--- src/hdl/hrks_pkg.sv ---
// ----------------------------------------------------------------------------
// hrks_pkg
// Shared types and constants for the history ring key search block.
// ----------------------------------------------------------------------------
package hrks_pkg;

    localparam int KEY_W  = 32;
    localparam int REC_W  = 3 * KEY_W;
    localparam int SLOT_W = 8;

    localparam logic ACT_PUSH = 1'b0;
    localparam logic ACT_FIND = 1'b1;

    typedef struct packed {
        logic              action;
        logic [KEY_W-1:0]  item_code;
        logic [KEY_W-1:0]  head_check;
        logic [KEY_W-1:0]  sum_check;
    } t_in_item;

    typedef struct packed {
        logic              found;
        logic [SLOT_W-1:0] slot;
    } t_out_item;

    typedef struct packed {
        logic      load;
        t_out_item item;
    } t_seq_res;

    typedef enum logic [1:0] {
        ST_IDLE,
        ST_SCAN,
        ST_DONE
    } t_seq_state;

endpackage

--- src/hdl/hrks_seq.sv ---
// ----------------------------------------------------------------------------
// hrks_seq
// Sequencer that owns the ring pointers and walks the key ram one entry per
// cycle through a single 96-bit compare unit.
// ----------------------------------------------------------------------------
module hrks_seq
    import hrks_pkg::*;
#(
    parameter int DEPTH = 256
) (
    input  logic                                   i_clk,
    input  logic                                   i_rst_n,
    input  logic                                   i_in_valid,
    input  t_in_item                               i_in_item,
    input  logic                                   i_out_free,
    input  logic [REC_W-1:0]                       i_rd_data,
    output logic                                   o_in_stall,
    output logic                                   o_we,
    output logic [((DEPTH > 1) ? $clog2(DEPTH) : 1)-1:0] o_waddr,
    output logic [REC_W-1:0]                       o_wdata,
    output logic [((DEPTH > 1) ? $clog2(DEPTH) : 1)-1:0] o_raddr,
    output t_seq_res                               o_res
);

    localparam int AW = (DEPTH > 1) ? $clog2(DEPTH) : 1;
    localparam logic [AW-1:0] LAST_SLOT = AW'(DEPTH - 1);

    t_seq_state        r_state, n_state;
    logic [AW-1:0]     r_ws, n_ws;
    logic [AW-1:0]     r_fill, n_fill;
    logic [REC_W-1:0]  r_key, n_key;
    logic [AW-1:0]     r_pos, n_pos;
    logic [AW-1:0]     r_left, n_left;
    logic              r_cmp_vld, n_cmp_vld;
    logic [AW-1:0]     r_cmp_pos, n_cmp_pos;
    logic              r_cmp_last, n_cmp_last;
    t_out_item         r_res, n_res;

    logic              hit;
    logic [AW-1:0]     start_pos;
    logic [REC_W-1:0]  in_key;

    assign in_key = {i_in_item.item_code, i_in_item.head_check, i_in_item.sum_check};
    assign hit    = r_cmp_vld && (i_rd_data == r_key);

    // oldest searchable slot: write slot minus fill count, modulo depth
    always_comb begin
        if (r_ws >= r_fill) begin
            start_pos = r_ws - r_fill;
        end else begin
            start_pos = AW'({1'b0, r_ws} + (AW + 1)'(DEPTH) - {1'b0, r_fill});
        end
    end

    always_ff @(posedge i_clk) begin
        if (!i_rst_n) begin
            r_state   <= ST_IDLE;
            r_ws      <= '0;
            r_fill    <= '0;
            r_cmp_vld <= 1'b0;
        end else begin
            r_state   <= n_state;
            r_ws      <= n_ws;
            r_fill    <= n_fill;
            r_cmp_vld <= n_cmp_vld;
        end
        r_key      <= n_key;
        r_pos      <= n_pos;
        r_left     <= n_left;
        r_cmp_pos  <= n_cmp_pos;
        r_cmp_last <= n_cmp_last;
        r_res      <= n_res;
    end

    always_comb begin
        n_state    = r_state;
        n_ws       = r_ws;
        n_fill     = r_fill;
        n_key      = r_key;
        n_pos      = r_pos;
        n_left     = r_left;
        n_cmp_vld  = 1'b0;
        n_cmp_pos  = r_pos;
        n_cmp_last = (r_left == AW'(1));
        n_res      = r_res;
        o_in_stall = 1'b1;
        o_we       = 1'b0;
        o_waddr    = r_ws;
        o_wdata    = in_key;
        o_raddr    = r_pos;
        o_res      = '0;

        unique case (r_state)
            ST_IDLE: begin
                o_in_stall = !i_out_free;
                if (i_in_valid && i_out_free) begin
                    if (i_in_item.action == ACT_PUSH) begin
                        o_we             = 1'b1;
                        n_ws             = (r_ws == LAST_SLOT) ? '0 : r_ws + AW'(1);
                        if (r_fill != LAST_SLOT) begin
                            n_fill = r_fill + AW'(1);
                        end
                        o_res.load       = 1'b1;
                        o_res.item.found = 1'b0;
                        o_res.item.slot  = SLOT_W'(r_ws);
                    end else begin
                        n_key  = in_key;
                        n_pos  = start_pos;
                        n_left = r_fill;
                        if (r_fill == '0) begin
                            // empty history is a miss right away
                            o_res.load = 1'b1;
                        end else begin
                            n_state = ST_SCAN;
                        end
                    end
                end
            end
            ST_SCAN: begin
                if (r_left != '0) begin
                    n_cmp_vld = 1'b1;
                    n_pos     = (r_pos == LAST_SLOT) ? '0 : r_pos + AW'(1);
                    n_left    = r_left - AW'(1);
                end
                // compare sees each entry in the cycle after its read address was presented
                if (hit) begin
                    n_res.found = 1'b1;
                    n_res.slot  = SLOT_W'(r_cmp_pos);
                    n_cmp_vld   = 1'b0;
                    n_state     = ST_DONE;
                end else if (r_cmp_vld && r_cmp_last) begin
                    n_res     = '0;
                    n_cmp_vld = 1'b0;
                    n_state   = ST_DONE;
                end
            end
            ST_DONE: begin
                if (i_out_free) begin
                    o_res.load = 1'b1;
                    o_res.item = r_res;
                    n_state    = ST_IDLE;
                end
            end
            default: begin
                n_state = ST_IDLE;
            end
        endcase
    end

    a_cmp_only_in_scan: assert property (@(posedge i_clk) disable iff (!i_rst_n)
        (r_state != ST_SCAN) |-> !r_cmp_vld)
        else $error("compare stage busy outside of a scan");

    a_push_fills: assert property (@(posedge i_clk) disable iff (!i_rst_n)
        (o_we && r_state == ST_IDLE) |=> (r_fill != '0))
        else $error("fill count empty after a push");

    a_ws_range: assert property (@(posedge i_clk) disable iff (!i_rst_n)
        (r_ws <= LAST_SLOT) && (r_fill <= LAST_SLOT))
        else $error("ring pointer out of range");

    a_load_free: assert property (@(posedge i_clk) disable iff (!i_rst_n)
        o_res.load |-> i_out_free)
        else $error("result loaded while output register busy");

    a_write_idle: assert property (@(posedge i_clk) disable iff (!i_rst_n)
        o_we |-> (r_state == ST_IDLE && i_in_valid && !o_in_stall))
        else $error("ram write without an accepted push");

endmodule

--- config.mk ---
export PLATFORM = sky130hd
export DESIGN_NAME = hrks_seq
export DESIGN_NICKNAME = d
export VERILOG_FILES = /design/src/hdl/hrks_pkg.sv /design/src/hdl/hrks_seq.sv
export SDC_FILE = /design/constraint.sdc
export NUM_CORES = 1
export LEC_CHECK = 0
export BUFFER_PORTS_ARGS = -buffer_cell sky130_fd_sc_hd__buf_2
export CAP_MARGIN = 20
export CORE_MARGIN = 4
export CORE_UTILIZATION = 54
export CTS_BUF_LIST = sky130_fd_sc_hd__clkbuf_8
export DETAILED_ROUTE_END_ITERATION = 6
export HOLD_SLACK_MARGIN = 0.1
export PLACE_DENSITY = 0.89
export SYNTH_ARGS = -nofsm -noshare
export SYNTH_HDL_FRONTEND = slang
export SYNTH_SLANG_ARGS = --single-unit
--- constraint.sdc ---
create_clock -name i_clk -period 7.64 [get_ports i_clk]
set_input_delay 1.146 -clock i_clk [delete_from_list [all_inputs] [get_ports i_clk]]
set_output_delay 1.146 -clock i_clk [all_outputs]
set_load 0.01 [all_outputs]
-- After elaboration in Yosys (flattened, before gate mapping)
Index checks and enable logic that the tools add are counted.
- bits in registers: 149
- word-level logic and storage cells: 82
- input port bits: 197
- equal/unequal tests: 13
- $add $sub $neg: 7
- reduce and logical (&&, ||, !) cells: 16
- bitwise gates (word level): 3
- order comparisons: 1
- multiplexer cells: 31
- operators with widths (kind ; count):
    96-bit equality test ; 1
    8-bit two-way mux ; 11
    8-bit by 1-bit adder with 8-bit output, second input constant ; 4
    8-bit one-hot mux with 2 select lines ; 2
    10-bit two-way mux ; 2
    10-bit one-hot mux with 2 select lines ; 1
    8-bit equality test, second input constant ; 2
    8-bit subtractor ; 2
    2-bit two-way mux ; 6
    2-bit inequality test, second input constant ; 5
    9-bit two-way mux ; 1
    8-bit by 1-bit equality test with 1-bit output, second input constant ; 1
    8-bit >= comparator ; 1
    8-bit logical NOT ; 1
    8-bit inequality test, second input constant ; 1
    4-bit AND reduction ; 2
    8-bit nonzero test ; 1
    8-bit by 1-bit subtractor with 8-bit output, second input constant ; 1
    1-bit two-way mux ; 7
    2-bit one-hot mux with 3 select lines ; 1
    3-bit AND reduction ; 2
    5-bit AND reduction ; 1
    2-bit nonzero test ; 2
    4-bit OR reduction ; 1
    other kinds (8) ; 12

-- Logic depth before layout (Yosys ltp)
- depth in word-level cells: 6
- depth in mapped cells: 9

-- Worst setup path before layout
Ideal clock, no wire load.
- path type: input -> register
- start point: in i_out_free
- end point: reg r_pos[0] (netlist: o_raddr[0]), enable pin
- setup slack: 3.059 ns
- buffers on the path: 0
- data required time: 7.304 ns
- stages on the path: 3
- arrival time: 4.244 ns
- setup time: 0.336 ns
- cell sequence: nor3b_2 > and3_1 > or2_2
- cells in the longest elaborated chain, start to end: 3
- ends and longest elaborated chain (item ; line ; text):
    from (decl) ; hrks_seq.sv:15 ; input logic i_out_free,
    1-bit logical AND ; hrks_seq.sv:96 ; if (i_in_valid && i_out_free) begin
    2-bit inequality test (no line) ; -- ;
    4-bit AND reduction (no line) ; -- ;
    to (signal assigned) ; hrks_seq.sv:68 ; r_pos <= n_pos;
    to (decl) ; hrks_seq.sv:32 ; logic [AW-1:0] r_pos, n_pos;
No other way between the ends.
A chain may end at the register's enable or synchronous reset.

==> impl_metrics.csv <==
group,metric,value,unit
layout,area.growth.synth_to_final,19.5,%
setup_path,cp.arrival,2.25,ns
routing,drc,0,
synthesis,synthFlopType,"edfxtp_1",
outcome,status,"completed",
synthesis,synth_edf_count,121,
clock_tree,cts_setup_buffers,0,
clock_tree,clk_pin_slew,0.08,ns
routing,vias_per_cell,5.24,
global_route,track_usage,25.0,%
sta,tightest_slew,1.00,ns
clock_tree,hold_buffers,0,
sta,finalSetupTns,0,ns
global_route,met3_usage,6.40,%
clock_tree,clock-sinks,149,
global_route,grt_remaining_overflow,0,
clock_tree,clk_latency,0.45,ns
synthesis,synth-seq-cells,149,
floorplan,fp.dieH,126,µm
synthesis,syn-num-nets,847,
sta,rsz0062_at_grt,"false",
setup_path,cp_max_fo,17,
routing,vias,5598,
floorplan,num_rows,43,
power_and_ir_drop,powerDensity,187,nW/µm²
routing,wl_per_cell,19.0,µm
clock_tree,htree_levels,4,
synthesis,synth_cells,636,
layout,fillers,1012,
min_path,hp-class,"reg -> reg",
sta,skew,0.0149,ns
power_and_ir_drop,peakVddDrop,0.000244,V
routing,totalWireLength,20.3,mm
global_route,grt_pass1_wl,30.3,mm
sta,setup_violations,0,
synthesis,synth.avg_cell_area,11.9,µm²
placement,gp_congestion,0.912,
sta,period_share,44.5,%
synthesis,synthDistinctLibCells,58,
synthesis,ys_seq_area_share,55.4,%
routing,postRouteAntennaNets,0,
sta,report.final.hold_viol_count,0,
floorplan,die_w,126,µm
clock_tree,clk_path_buf_depth,2,
setup_path,path_class,"in -> out",
flow_run,maxCapViolations,0,
layout,final_nets,1086,
clock_tree,cts_made_buffers,17,
sta,slew_headroom,33.2,%
setup_path,cp-start-kind,"input pin",
synthesis,async_reset_ff_share,0,%
global_route,antenna_found_initial,1,
placement,place_ws,3.93,ns
sta,min_period,3.40,ns
placement,dp_hpwl,16.2,mm
sta,timing.fmax,0.294,GHz
synthesis,syn_area,7570,µm²
clock_tree,postCtsResizedCells,0,
synthesis,synth_warnings,0,
power_and_ir_drop,leakagePower,3.83,nW
floorplan,die_area,16000,µm²
placement,port_buffers,320,
floorplan,pin_count,321,
global_route,grt.busiest_layer,"met2",
routing,drt_pass1_iterations,4,
global_route,use_met2,44.8,%
floorplan,initial_core_util,54.8,%
layout,drive_gt1_share,41.2,%
global_route,grt_pass1_vias,5581,
clock_tree,cts-root-buf,"clkbuf_8",
clock_tree,cts_tree,"built",
global_route,grt_start_max_net_pins,78,
setup_path,crit_required,6.49,ns
floorplan,core,13800,µm²
sta,maxSlewViolCount,0,
setup_path,end_kind,"output pin",
sta,setup_slack,4.24,ns
global_route,use_met1,28.3,%
routing,drtIter0Drc,381,
## Yosys cell counts, types with 2 or more instances
master,count,share of area (%)
o2111ai_1,5,0.58
o2111a_1,2,0.30
buf_4,97,9.6
nand4_1,19,1.6
nor2b_1,21,1.7
o31a_1,2,0.23
nor3_1,6,0.40
and3_1,6,0.50
nand2b_1,25,2.1
mux2i_1,2,0.26
o31ai_1,2,0.20
a31oi_1,2,0.17
xor2_1,26,3.0
nand2_1,15,0.74
dfxtp_1,28,7.4
or3_1,2,0.17
edfxtp_1,121,48
nand3_1,14,0.93
xnor2_1,54,6.2
nor2_1,25,1.2
o21ai_0,13,0.86
a311oi_1,2,0.23
ha_1,13,2.1
a211oi_1,2,0.20
o22ai_1,11,0.91
nor4_1,10,0.83
a221oi_1,2,0.23
clkbuf_1,5,0.25
a22o_1,9,1.0
and4_1,2,0.23
a21oi_1,5,0.33
and2_1,17,1.4
a2111oi_0,2,0.23
inv_1,43,2.1
a31o_2,2,0.23
a2111oi_1,2,0.26
## cells in the final DEF (no fill, tap or decap), types with 3 or more instances in the layout
cell,instances
ha_1,13
nor2_1,25
nor4_1,10
nand2b_1,25
and3_1,5
xor2_1,26
xnor2_1,54
a22o_1,9
nor3_1,6
buf_2,320
dfxtp_1,28
and2_1,17
clkinv_2,4
inv_1,43
nand4_1,19
nand3_1,14
edfxtp_1,121
nor2b_1,21
inv_6,5
nand2_1,15
clkbuf_8,18
o21ai_0,13
buf_4,3
o22ai_1,11
o2111ai_1,5
a21oi_1,5
## power by group
group / leakage, nW / internal, W / switching (W)
Combinational: 2.28 / 0.0000911 / 0.000104
Sequential: 1.37 / 0.000901 / 0.0000127
Clock: 0.191 / 0.000269 / 0.000310
## per-stage QoR
step	std cells	hold WS, ns	utilization (%)	cell area [µm²]	power (W)
floorplan	636	0.452	-	7570	0.00105
global placement	1036	0.418	62.7	8670	0.00112
detailed placement	1036	0.421	62.7	8670	0.00113
CTS	1068	0.439	65.4	9040	0.00170
global route	1068	0.456	65.4	9040	0.00175
finish	1069	0.439	65.4	9050	0.00169
## path summary, 6_finish.rpt
kind                   startpoint                endpoint  slack, ns  cells after the start
max                    i_out_free                o_res[6]       4.24                      7
min          o_raddr[1]$_DFFE_PP_    r_cmp_pos[1]$_DFF_P_       0.44                      0
max reg2reg   r_key[56]$_DFFE_PP_  r_res[8]$_SDFFCE_PP1P_       4.78                      6
min reg2reg  o_raddr[1]$_DFFE_PP_    r_cmp_pos[1]$_DFF_P_       0.44                      0
## worst max-delay path, stage by stage
cell,delay [ns]
buf_2,0.09
nor3b_2,0.26
inv_1,0.13
nor2_1,0.12
buf_4,0.22
a22o_1,0.16
buf_2,0.12
## logic make-up after synthesis
family	Yosys count	synth area share [%]
AO/OA/AOI/OAI	74	7.72
XOR/XNOR	80	9.25
adder cells (fa/ha/maj)	14	2.41
buffers and inverters	147	12.1
flip-flops	149	55.4
multiplexers	2	0.264
AND/OR/NAND/NOR	170	12.8
## layer usage
metal / vias to the layer above / wire length, µm
met3: 42 / 1400
met1: 2666 / 7470
met2: 236 / 10800
met4: 2 / 667
met5: - / 13
li1: 2652 / -
## state kept, by name, summed over array words and instances (netlist names)
signal      count
o_raddr         8
r_state         2
r_left          8
r_key          96
o_waddr         8
r_cmp_vld       1
r_cmp_last      1
r_cmp_pos       8
r_res           9
r_fill          8
## layout make-up
class | instances | area [µm²] | share of cell area [%]
flip-flops and latches | 149 | 4190 | 46.4
multi-input cells | 340 | 2460 | 27.2
repair buffers | 323 | 1620 | 18.0
clock buffers | 18 | 248 | 2.74
well taps | 180 | 225 | 2.49
inverters | 44 | 165 | 1.83
clock inverters | 14 | 124 | 1.37
diodes | 1 | 2.50 | 0.0277
Note: power is estimated with default switching activity, not from simulation.
